===== config.mk =====
export PLATFORM = sky130hd
export DESIGN_NAME = interval_window_average_unit
export DESIGN_NICKNAME = d
export VERILOG_FILES = /design/src/rtl/iwa_pkg.sv /design/src/rtl/interval_window_average_unit.sv /design/src/rtl/iwa_ring.sv
export SDC_FILE = /design/constraint.sdc
export NUM_CORES = 1
export LEC_CHECK = 0
export ABC_AREA = 1
export BUFFER_PORTS_ARGS = -buffer_cell sky130_fd_sc_hd__buf_4
export CAP_MARGIN = 20
export CORE_ASPECT_RATIO = 0.8
export CORE_UTILIZATION = 35
export CTS_BUF_LIST = sky130_fd_sc_hd__clkbuf_16
export CTS_CLUSTER_DIAMETER = 150
export DETAILED_ROUTE_END_ITERATION = 16
export GPL_TIMING_DRIVEN = 0
export PLACE_DENSITY = 0.61
export SLEW_MARGIN = 0
export SYNTH_ARGS = -nofsm -noshare
export SYNTH_HDL_FRONTEND = slang
export SYNTH_SLANG_ARGS = --single-unit

===== constraint.sdc =====
create_clock -name clk_i -period 5.5 [get_ports clk_i]
set_input_delay 0.55 -clock clk_i [delete_from_list [all_inputs] [get_ports clk_i]]
set_output_delay 0.55 -clock clk_i [all_outputs]
set_load 0.01 [all_outputs]

===== src/rtl/iwa_pkg.sv =====
package iwa_pkg;

  localparam int unsigned IWA_DEPTH = 16;
  localparam logic [31:0] IWA_INTERVAL_RESET = 32'd250000;

  typedef struct packed {
    logic [31:0]        timestamp;
    logic signed [31:0] sample;
  } iwa_in_t;

  typedef struct packed {
    logic signed [39:0] average;
    logic               updated;
  } iwa_out_t;

endpackage


===== src/rtl/interval_window_average_unit.sv =====
// Each beat on the input channel stores its sample in a ring of DEPTH entries and adds the
// time since the previous beat to a saturating elapsed total. When that total reaches the
// update interval, the filled entries are summed one per cycle through the ring's single
// read port, and the sum times 256 is divided by the entry count in a restoring divider
// that retires one quotient bit per cycle, giving a signed Q.8 average truncated toward
// zero. Every input beat yields one output beat carrying the current average and an
// updated flag. A beat that causes no update occupies the block only until its result
// enters the output register; one that does first passes through the sum and divide
// states. The divider is NW = 40 + clog2(DEPTH + 1) bits wide.
// An output beat that is stalled holds the block until the output register frees up.
module interval_window_average_unit
  import iwa_pkg::*;
#(
  parameter int unsigned DEPTH = IWA_DEPTH
) (
  input  logic        clk_i,
  input  logic        rst_ni,
  input  logic        in_valid_i,
  output logic        in_stall_o,
  input  iwa_in_t     in_data_i,
  output logic        out_valid_o,
  input  logic        out_stall_i,
  output iwa_out_t    out_data_o,
  input  logic        cfg_we_i,
  input  logic [31:0] cfg_wdata_i
);

  localparam int unsigned IW = (DEPTH > 1) ? $clog2(DEPTH) : 1;
  localparam int unsigned CW = $clog2(DEPTH + 1);
  localparam int unsigned SW = 32 + CW;
  localparam int unsigned NW = SW + 8;
  localparam int unsigned SC = $clog2(NW);

  typedef enum logic [3:0] {
    ST_IDLE = 4'b0001,
    ST_SUM  = 4'b0010,
    ST_DIV  = 4'b0100,
    ST_DONE = 4'b1000
  } state_e;

  state_e st_q, st_d;
  logic [IW-1:0] idx_q, idx_d;
  logic wrapped_q, wrapped_d;
  logic [31:0] last_ts_q, last_ts_d;
  logic [31:0] elapsed_q, elapsed_d;
  logic [31:0] interval_q, interval_d;
  logic signed [39:0] avg_q, avg_d;
  logic rd_vld_q, rd_vld_d;
  logic out_valid_q, out_valid_d;
  logic upd_q, upd_d;
  iwa_out_t out_q, out_d;

  logic [CW-1:0] iss_q, iss_d;
  logic [CW-1:0] cnt_q, cnt_d;
  logic signed [SW-1:0] acc_q, acc_d;
  logic [NW-1:0] dvd_q, dvd_d;
  logic [CW-1:0] rem_q, rem_d;
  logic [SC-1:0] step_q, step_d;
  logic neg_q, neg_d;

  logic in_acc;
  logic idx_last;
  logic [IW-1:0] idx_next;
  logic wrap_next;
  logic [31:0] delta;
  logic [32:0] total;
  logic [31:0] elapsed_sat;
  logic do_upd;
  logic issue;
  logic signed [31:0] rd_data;
  logic [SW-1:0] acc_mag;
  logic [CW:0] trial;
  logic [CW:0] diff;
  logic ge;
  logic [NW-1:0] quot;
  logic [NW-1:0] quot_signed;

  assign in_stall_o  = (st_q != ST_IDLE);
  assign in_acc      = in_valid_i && !in_stall_o;
  assign out_valid_o = out_valid_q;
  assign out_data_o  = out_q;

  assign idx_last    = (idx_q == IW'(DEPTH - 1));
  assign idx_next    = idx_last ? '0 : idx_q + 1'b1;
  assign wrap_next   = wrapped_q | idx_last;
  assign delta       = in_data_i.timestamp - last_ts_q;
  assign total       = {1'b0, elapsed_q} + {1'b0, delta};
  assign elapsed_sat = total[32] ? '1 : total[31:0];
  assign do_upd      = (elapsed_sat >= interval_q);

  assign issue   = (st_q == ST_SUM) && (iss_q != cnt_q);
  assign acc_mag = acc_q[SW-1] ? SW'(-acc_q) : SW'(acc_q);

  assign trial       = {rem_q, dvd_q[NW-1]};
  assign diff        = trial - {1'b0, cnt_q};
  assign ge          = (trial >= {1'b0, cnt_q});
  assign quot        = {dvd_q[NW-2:0], ge};
  assign quot_signed = neg_q ? (~quot + 1'b1) : quot;

  iwa_ring #(
    .DEPTH (DEPTH),
    .IW    (IW)
  ) u_ring (
    .clk_i     (clk_i),
    .wr_en_i   (in_acc),
    .wr_addr_i (idx_q),
    .wr_data_i (in_data_i.sample),
    .rd_addr_i (iss_q[IW-1:0]),
    .rd_data_o (rd_data)
  );

  always_comb begin
    st_d        = st_q;
    idx_d       = idx_q;
    wrapped_d   = wrapped_q;
    last_ts_d   = last_ts_q;
    elapsed_d   = elapsed_q;
    interval_d  = cfg_we_i ? cfg_wdata_i : interval_q;
    avg_d       = avg_q;
    rd_vld_d    = issue;
    out_valid_d = out_valid_q && out_stall_i;
    upd_d       = upd_q;
    out_d       = out_q;
    iss_d       = issue ? iss_q + 1'b1 : iss_q;
    cnt_d       = cnt_q;
    acc_d       = rd_vld_q ? acc_q + SW'(rd_data) : acc_q;
    dvd_d       = dvd_q;
    rem_d       = rem_q;
    step_d      = step_q;
    neg_d       = neg_q;

    case (st_q)
      ST_IDLE: begin
        if (in_acc) begin
          last_ts_d = in_data_i.timestamp;
          if (do_upd) begin
            idx_d     = '0;
            wrapped_d = 1'b0;
            elapsed_d = '0;
            cnt_d     = wrap_next ? CW'(DEPTH) : CW'(idx_next);
            iss_d     = '0;
            acc_d     = '0;
            upd_d     = 1'b1;
            st_d      = ST_SUM;
          end else begin
            idx_d     = idx_next;
            wrapped_d = wrap_next;
            elapsed_d = elapsed_sat;
            upd_d     = 1'b0;
            st_d      = ST_DONE;
          end
        end
      end
      ST_SUM: begin
        if (!issue && !rd_vld_q) begin
          dvd_d  = {acc_mag, 8'b0};
          neg_d  = acc_q[SW-1];
          rem_d  = '0;
          step_d = SC'(NW - 1);
          st_d   = ST_DIV;
        end
      end
      ST_DIV: begin
        dvd_d  = quot;
        rem_d  = ge ? diff[CW-1:0] : trial[CW-1:0];
        step_d = step_q - 1'b1;
        if (step_q == '0) begin
          avg_d = quot_signed[39:0];
          st_d  = ST_DONE;
        end
      end
      ST_DONE: begin
        if (!out_valid_q || !out_stall_i) begin
          out_valid_d   = 1'b1;
          out_d.average = avg_q;
          out_d.updated = upd_q;
          st_d          = ST_IDLE;
        end
      end
      default: begin
        st_d = ST_IDLE;
      end
    endcase
  end

  always_ff @(posedge clk_i or negedge rst_ni) begin
    if (!rst_ni) begin
      st_q        <= ST_IDLE;
      idx_q       <= '0;
      wrapped_q   <= 1'b0;
      last_ts_q   <= '0;
      elapsed_q   <= '0;
      interval_q  <= IWA_INTERVAL_RESET;
      avg_q       <= '0;
      rd_vld_q    <= 1'b0;
      out_valid_q <= 1'b0;
      upd_q       <= 1'b0;
    end else begin
      st_q        <= st_d;
      idx_q       <= idx_d;
      wrapped_q   <= wrapped_d;
      last_ts_q   <= last_ts_d;
      elapsed_q   <= elapsed_d;
      interval_q  <= interval_d;
      avg_q       <= avg_d;
      rd_vld_q    <= rd_vld_d;
      out_valid_q <= out_valid_d;
      upd_q       <= upd_d;
    end
  end

  always_ff @(posedge clk_i) begin
    out_q  <= out_d;
    iss_q  <= iss_d;
    cnt_q  <= cnt_d;
    acc_q  <= acc_d;
    dvd_q  <= dvd_d;
    rem_q  <= rem_d;
    step_q <= step_d;
    neg_q  <= neg_d;
  end

endmodule


===== src/rtl/iwa_ring.sv =====
module iwa_ring
  import iwa_pkg::*;
#(
  parameter int unsigned DEPTH = IWA_DEPTH,
  parameter int unsigned IW    = (DEPTH > 1) ? $clog2(DEPTH) : 1
) (
  input  logic                 clk_i,
  input  logic                 wr_en_i,
  input  logic [IW-1:0]        wr_addr_i,
  input  logic signed [31:0]   wr_data_i,
  input  logic [IW-1:0]        rd_addr_i,
  output logic signed [31:0]   rd_data_o
);

  logic signed [31:0] mem [DEPTH];
  logic signed [31:0] rd_data_q;

  always_ff @(posedge clk_i) begin
    if (wr_en_i) begin
      mem[wr_addr_i] <= wr_data_i;
    end
  end

  always_ff @(posedge clk_i) begin
    rd_data_q <= mem[rd_addr_i];
  end

  assign rd_data_o = rd_data_q;

endmodule


==> flow_metrics.env, run 1 <==
export IMPL_cp_data_required_time_ns=6.10
export IMPL_critical_path_max_stage_delay_ns=0.37
export IMPL_p_seq_share_pct=28.4
export IMPL_worst_slew_pin_slew_ns=1.16
export IMPL_cts_made_buffers=87
export IMPL_crit_cells=28
export IMPL_drive_above_1_share_pct=11.0
export IMPL_core_area_um2=119000
export IMPL_critical_path_class="reg -> reg"
export IMPL_hold_viol=0
export IMPL_drtPass1Iterations=6
export IMPL_fp_dieW_um=389
export IMPL_holdWs_ns=0.0745
export IMPL_wl_met3_um=10500
export IMPL_gr_total_overflow=0
export IMPL_fin_setup_tns_ns=0
export IMPL_fin_area_um2=49000
export IMPL_place_ws_ns=-1.10
export IMPL_seq_area_frac_synth_pct=56.5
export IMPL_cp_max_fo=5
export IMPL_min_period_ns=5.24
export IMPL_drv_cap=0
export IMPL_status="complete, no violations"
export IMPL_yosysMostFrequentCell="nand2_1"
export IMPL_end_kind="flop"
export IMPL_start_util_pct=35.3
export IMPL_cts_tree="built"
export IMPL_die_area_um2=121000
export IMPL_synthTopCellsByArea="edfxtp_1, nand2_1, dfrtp_1, nor2_1, ha_1"
export IMPL_viasPerCell=5.16
export IMPL_synthCells=4477
export IMPL_grt_usage_pct=20.8
export IMPL_clk_latency_ns=0.70
export IMPL_finalClockSkew_ns=0.0418
export IMPL_antenna_left=0
export IMPL_clock_fmax_ghz=0.191
export IMPL_yosys_area_top_type="edfxtp_1"
export IMPL_finalWorstSetupSlack_ns=0.261
export IMPL_period_share_pct=95.3
export IMPL_grt_pass1_wl_um=191000
export IMPL_wl_met1_um=58900
export IMPL_routedWlPerCell_um=20.0
export IMPL_drv_slew=0
export IMPL_grt_antenna_before_repair=4
export IMPL_hold_depth=3
export IMPL_root_buffer="clkbuf_16"
export IMPL_r2r_slack_ns=0.26
export IMPL_cellPowerDensity_nw_per_um2=592
export IMPL_synth_edf_count=615
export IMPL_area_sequential_um2=23700
export IMPL_numPortBuffers=142
export IMPL_synth_seq_cells=837
export IMPL_dp_cells=6198
export IMPL_routabilityCongestion=0.933
export IMPL_internal_power_mw=16.0
export IMPL_hp_class="in -> reg"
export IMPL_synthTopCellsByCount="nand2_1, nor2_1, edfxtp_1"
export IMPL_power_share_switching_pct=45.0
export IMPL_avgSynthCellArea_um2=9.35
export IMPL_area_growth_syn_to_layout_pct=17.1
export IMPL_critPathBufInv=3
export IMPL_final_cells=6378
export IMPL_rr_startpoint="last_ts_q[5]"
export IMPL_die_h_um=311
export IMPL_p_comb_share_pct=51.3
export IMPL_crit_top_cell="nand2_1"
export IMPL_slowest_stage="ha_1"
export IMPL_yosysWarningCount=0
export IMPL_ys_async_sr_fraction_pct=17.7
export IMPL_startpoint_type="flop"
export IMPL_power_share_clock_pct=20.3
export IMPL_synth_top_cell_area_share_pct=44.1
export IMPL_nets=5003
export IMPL_htree_levels=3
export IMPL_setup_viol=0
export IMPL_rows=113
export IMPL_first_iter_violations=3383
export IMPL_irDropWorstVdd_mv=0.296
export IMPL_drt_total_wl_um=128000
export IMPL_clock_sinks=837
export IMPL_num_vias=32913
export IMPL_drc=0
export IMPL_placed_area_um2=45500
export IMPL_path_clk_slew_ns=0.06
export IMPL_synth_ff_type="edfxtp_1"
export IMPL_startpoint="last_ts_q[5]"
export IMPL_arrival_ns=5.84
export IMPL_slew_headroom_pct=22.3
export IMPL_syn_nets=4727
export IMPL_min_from="cfg_wdata_i[1]"
export IMPL_grt_pass1_vias=31056
export IMPL_synthDistinctLibCells=58
export IMPL_fillers=11544
export IMPL_ff2ff_path_depth=28
export IMPL_routed_wl_met2_um=55200
export IMPL_crit_family="simple AND/OR/NAND/NOR gates"
export IMPL_grt_start_max_net_pins=88
export IMPL_multi_input_comb_area_um2=16400
export IMPL_p_leak_nw=19.9
export IMPL_syn_cell_area_um2=41900
export IMPL_top_layer="met5"
export IMPL_dp_hpwl_um=94200
export IMPL_ios=144
export IMPL_p_switching_mw=13.0
export IMPL_cts_path_max_buffers=3
[worst min-delay path: cells and delay by family]
| family | cells | cell delay, ns |
|---|---|---|
| AOI/OAI and AO/OA | 1 | 0.06 |
| and+or+nand+nor | 1 | 0.04 |
| buffers and inverters | 1 | 0.08 |
[kinds of logic (layout without fill, tap and decap cells)]
family | Yosys count | in the layout | share of synthesized area, %
AND/OR/NAND/NOR | 2020 | 2020 | 20.0
flip-flops | 837 | 837 | 56.5
AO/OA/AOI/OAI | 717 | 717 | 10.1
buffers and inverters | 616 | 964 | 5.74
adder cells (fa/ha/maj) | 149 | 149 | 4.52
XOR/XNOR | 88 | 88 | 1.84
multiplexers | 50 | 50 | 1.20
other | 0 | 1 | 0
[worst paths after layout]
kind                                       end
worst max-delay path             elapsed_q[29]
max in group asynchronous             avg_q[3]
min in group asynchronous        interval_q[6]
worst min-delay path             interval_q[1]
worst min register to register  out_data_o[11]
worst max register to register   elapsed_q[29]
[layout by cell type, fill, tap and decap left out, types with 15 or more instances in the layout]
master     count
xnor2_1       16
clkbuf_1     115
xor2_1        68
buf_4        162
o221ai_1      49
o21ai_1       36
nor2_4        18
dfxtp_1       74
clkinv_1      22
inv_2         23
clkbuf_16     90
nor2_1       607
buf_2         21
a21oi_2       22
inv_1        448
nand2_2       15
nand3_1      237
mux2i_1       49
nand2_1      995
ha_1         123
a21oi_1      130
nor3_1        28
nand4_1       40
buf_6         16
edfxtp_1     615
o211ai_1      18
dfrtp_1      140
nor2_2        25
o32ai_1       79
o21ai_0      318
[metal layers]
layer	up-vias	global-route usage (%)
met2	1257	31.3
met3	177	4.38
met4	4	5.21
met5	-	0
li1	15807	-
met1	15668	30.3
[registers in the layout (all words and copies together), names as in the netlist, 5 cells and up]
register / cells
acc_q: 37
avg_q: 40
cnt_q: 5
dvd_q: 45
elapsed_q: 32
interval_q: 32
iss_q: 5
last_ts_q: 32
out_data_o: 41
rem_q: 5
step_q: 6
u_ring.mem: 512
u_ring.rd_data_o: 32
[stage by stage]
step           utilization, %  total power, mW
3_3_place_gp             37.8             21.9
4_1_cts                  40.9             28.3
5_1_grt                  41.3             31.0
2_1_floorplan               -             17.7
6_report                 41.3             29.0
3_5_place_dp             38.4             22.1
[power groups by stage]
stage	combinational [mW]	sequential [mW]	clock, mW
2_1_floorplan	9.51	8.17	0
3_3_place_gp	13.6	8.35	0
3_5_place_dp	13.8	8.33	0
4_1_cts	14.1	8.21	5.99
5_1_grt	16.5	8.29	6.22
6_report	14.9	8.22	5.90
[layout make-up]
cell class / count / area share (%)
Timing Repair Buffer: 188 / 3.55
Clock buffer: 90 / 4.59
Tap cell: 1552 / 3.96
Antenna cell: 1 / 0.00511
Multi-Input combinational cell: 3024 / 33.5
Inverter: 456 / 3.52
Buffer: 159 / 1.44
Clock inverter: 71 / 1.18
Sequential cell: 837 / 48.3
[repair_timing]
action | 4_1_cts | 5_1_grt
endpoints found under the setup margin | 86 | 87
resized for setup | 28 | 107
gates cloned | 0 | 1
pin swaps | 5 | 26
buffers inserted | 8 | 9
hold endpoints to repair | 54 | 0
hold buffers | 1 | 0
(Power assumes the default switching activity.)
==> run 2: changes to the inputs <==
Clock period 5.5 ns to 6.1 ns, I/O delays scaled along.
==> run 2 against run 1 <==
  * Sequential share of layout area grew 0.55 points
  * Total power fell by 12%
  * Cell count down 0.17%
  * Cell area is 1.1% lower
  * Via count shrank 0.33%
  * Global-route usage about the same
  * Hold slack improved by 0.056 ns
  * Clock power down 10%
  * Critical endpoint is now cnt_q[4]
  * Largest cell class unchanged
==> flow_metrics.env, run 2 (synthesis gave the netlist of run 1 again) <==
export IMPL_end_kind="flop"
export IMPL_hp_class="in -> reg"
export IMPL_crit_top_cell="nand2_1"
export IMPL_cts_tree="built"
export IMPL_hold_viol=0
export IMPL_dp_hpwl_um=94200
export IMPL_routedWlPerCell_um=20.0
export IMPL_fin_setup_tns_ns=0
export IMPL_fin_area_um2=48500
export IMPL_drv_cap=0
export IMPL_irDropWorstVdd_mv=0.263
export IMPL_grt_antenna_before_repair=4
export IMPL_clock_sinks=837
export IMPL_startpoint_type="flop"
export IMPL_fp_dieW_um=389
export IMPL_place_ws_ns=-0.561
export IMPL_worst_slew_pin_slew_ns=1.19
export IMPL_grt_start_max_net_pins=88
export IMPL_drtPass1Iterations=6
export IMPL_grt_pass1_wl_um=191000
export IMPL_drt_total_wl_um=127000
export IMPL_drc=0
export IMPL_routed_wl_met2_um=54900
export IMPL_p_seq_share_pct=29.0
export IMPL_clk_latency_ns=0.70
export IMPL_p_leak_nw=19.8
export IMPL_finalClockSkew_ns=0.0427
export IMPL_nets=4993
export IMPL_status="complete, no violations"
export IMPL_power_share_clock_pct=20.8
export IMPL_gr_total_overflow=0
export IMPL_p_switching_mw=11.5
export IMPL_grt_usage_pct=20.8
export IMPL_top_register="u_ring.mem"
export IMPL_min_period_ns=5.79
export IMPL_p_comb_share_pct=50.2
export IMPL_area_growth_syn_to_layout_pct=15.8
export IMPL_num_vias=32806
export IMPL_crit_family="simple AND/OR/NAND/NOR gates"
export IMPL_cellPowerDensity_nw_per_um2=527
export IMPL_root_buffer="clkbuf_16"
export IMPL_setup_viol=0
export IMPL_final_cell_mix="nand2_1, nor2_1, edfxtp_1"
export IMPL_cp_max_fo=14
export IMPL_final_common_cell="nand2_1"
export IMPL_die_area_um2=121000
export IMPL_critical_path_class="reg -> reg"
export IMPL_rows=113
export IMPL_internal_power_mw=14.0
export IMPL_total_power_mw=25.5
export IMPL_cts_made_buffers=87
export IMPL_startpoint="last_ts_q[0]"
export IMPL_numPortBuffers=142
export IMPL_critPathBufInv=7
export IMPL_viasPerCell=5.15
export IMPL_drive_above_1_share_pct=9.22
export IMPL_period_share_pct=94.9
export IMPL_clock_fmax_ghz=0.173
export IMPL_core_area_um2=119000
export IMPL_grt_pass1_vias=30975
export IMPL_cts_path_max_buffers=3
export IMPL_wl_met3_um=10800
export IMPL_htree_levels=3
export IMPL_power_share_switching_pct=45.0
export IMPL_arrival_ns=6.17
export IMPL_path_clk_slew_ns=0.06
export IMPL_rr_startpoint="last_ts_q[0]"
export IMPL_critical_path_max_stage_delay_ns=0.41
export IMPL_wl_met1_um=58700
export IMPL_finalWorstSetupSlack_ns=0.314
export IMPL_cp_data_required_time_ns=6.48
export IMPL_fillers=11583
export IMPL_antennaDiodeCount=0
export IMPL_ios=144
export IMPL_start_util_pct=35.3
export IMPL_largest_reg_flops=512
export IMPL_holdWs_ns=0.131
export IMPL_routabilityCongestion=0.933
export IMPL_antenna_left=0
export IMPL_placed_area_um2=45500
export IMPL_top_layer="met5"
export IMPL_min_from="cfg_wdata_i[1]"
export IMPL_slowest_stage="fa_1"
export IMPL_first_iter_violations=3304
export IMPL_slew_headroom_pct=20.3
export IMPL_drv_slew=0
export IMPL_die_h_um=311
==> run 2: final cells by class <==
class / count / area, µm² / area share (%)
clock buffer: 90 / 2250 / 4.65
timing repair buffer: 177 / 1640 / 3.38
multi-input combinational: 3024 / 16000 / 33.0
inverter: 456 / 1710 / 3.54
sequential: 837 / 23700 / 48.8
tap: 1552 / 1940 / 4.01
clock inverter: 71 / 577 / 1.19
buffer: 160 / 694 / 1.43
==> run 2: tightest hold or removal path, stage by stage <==
cell,delay (ns)
buf_4,0.08
nand2_1,0.04
o21ai_0,0.06
==> run 2: routing by layer <==
layer	track usage (%)	vias to the layer above
met1	30.3	15603
met5	0	-
met4	5.15	4
met2	31.3	1254
met3	4.40	174
li1	-	15771
==> run 2: what timing repair did <==
action	4_1_cts	5_1_grt
pin swaps	0	3
setup buffers	0	7
setup endpoints to repair	17	81
endpoints found under the hold margin	54	0
hold buffers	1	0
resized for setup	3	23
==> run 2: power groups by stage <==
stage               clock network (mW)  registers, mW  logic [mW]
floorplan                            0           7.37        8.57
global placement                     0           7.53        12.2
detailed placement                   0           7.51        12.4
CTS                               5.40           7.40        12.5
global route                      5.61           7.47        14.2
finish                            5.31           7.41        12.8
==> run 2: worst paths after layout <==
path	endpoint	slack (ns)	cells past startpoint
max reg2reg	cnt_q[4]	0.31	35
max	cnt_q[4]	0.31	35
max in group asynchronous	avg_q[3]	4.72	3
min reg2reg	out_data_o[11]	0.41	0
min in group asynchronous	interval_q[6]	0.44	2
min	interval_q[1]	0.13	3
==> run 2: through the flow <==
stage               std cells  util (%)
floorplan                4477         -
global placement         6171      37.8
detailed placement       6198      38.4
CTS                      6360      40.8
global route             6367      40.9
finish                   6367      40.9
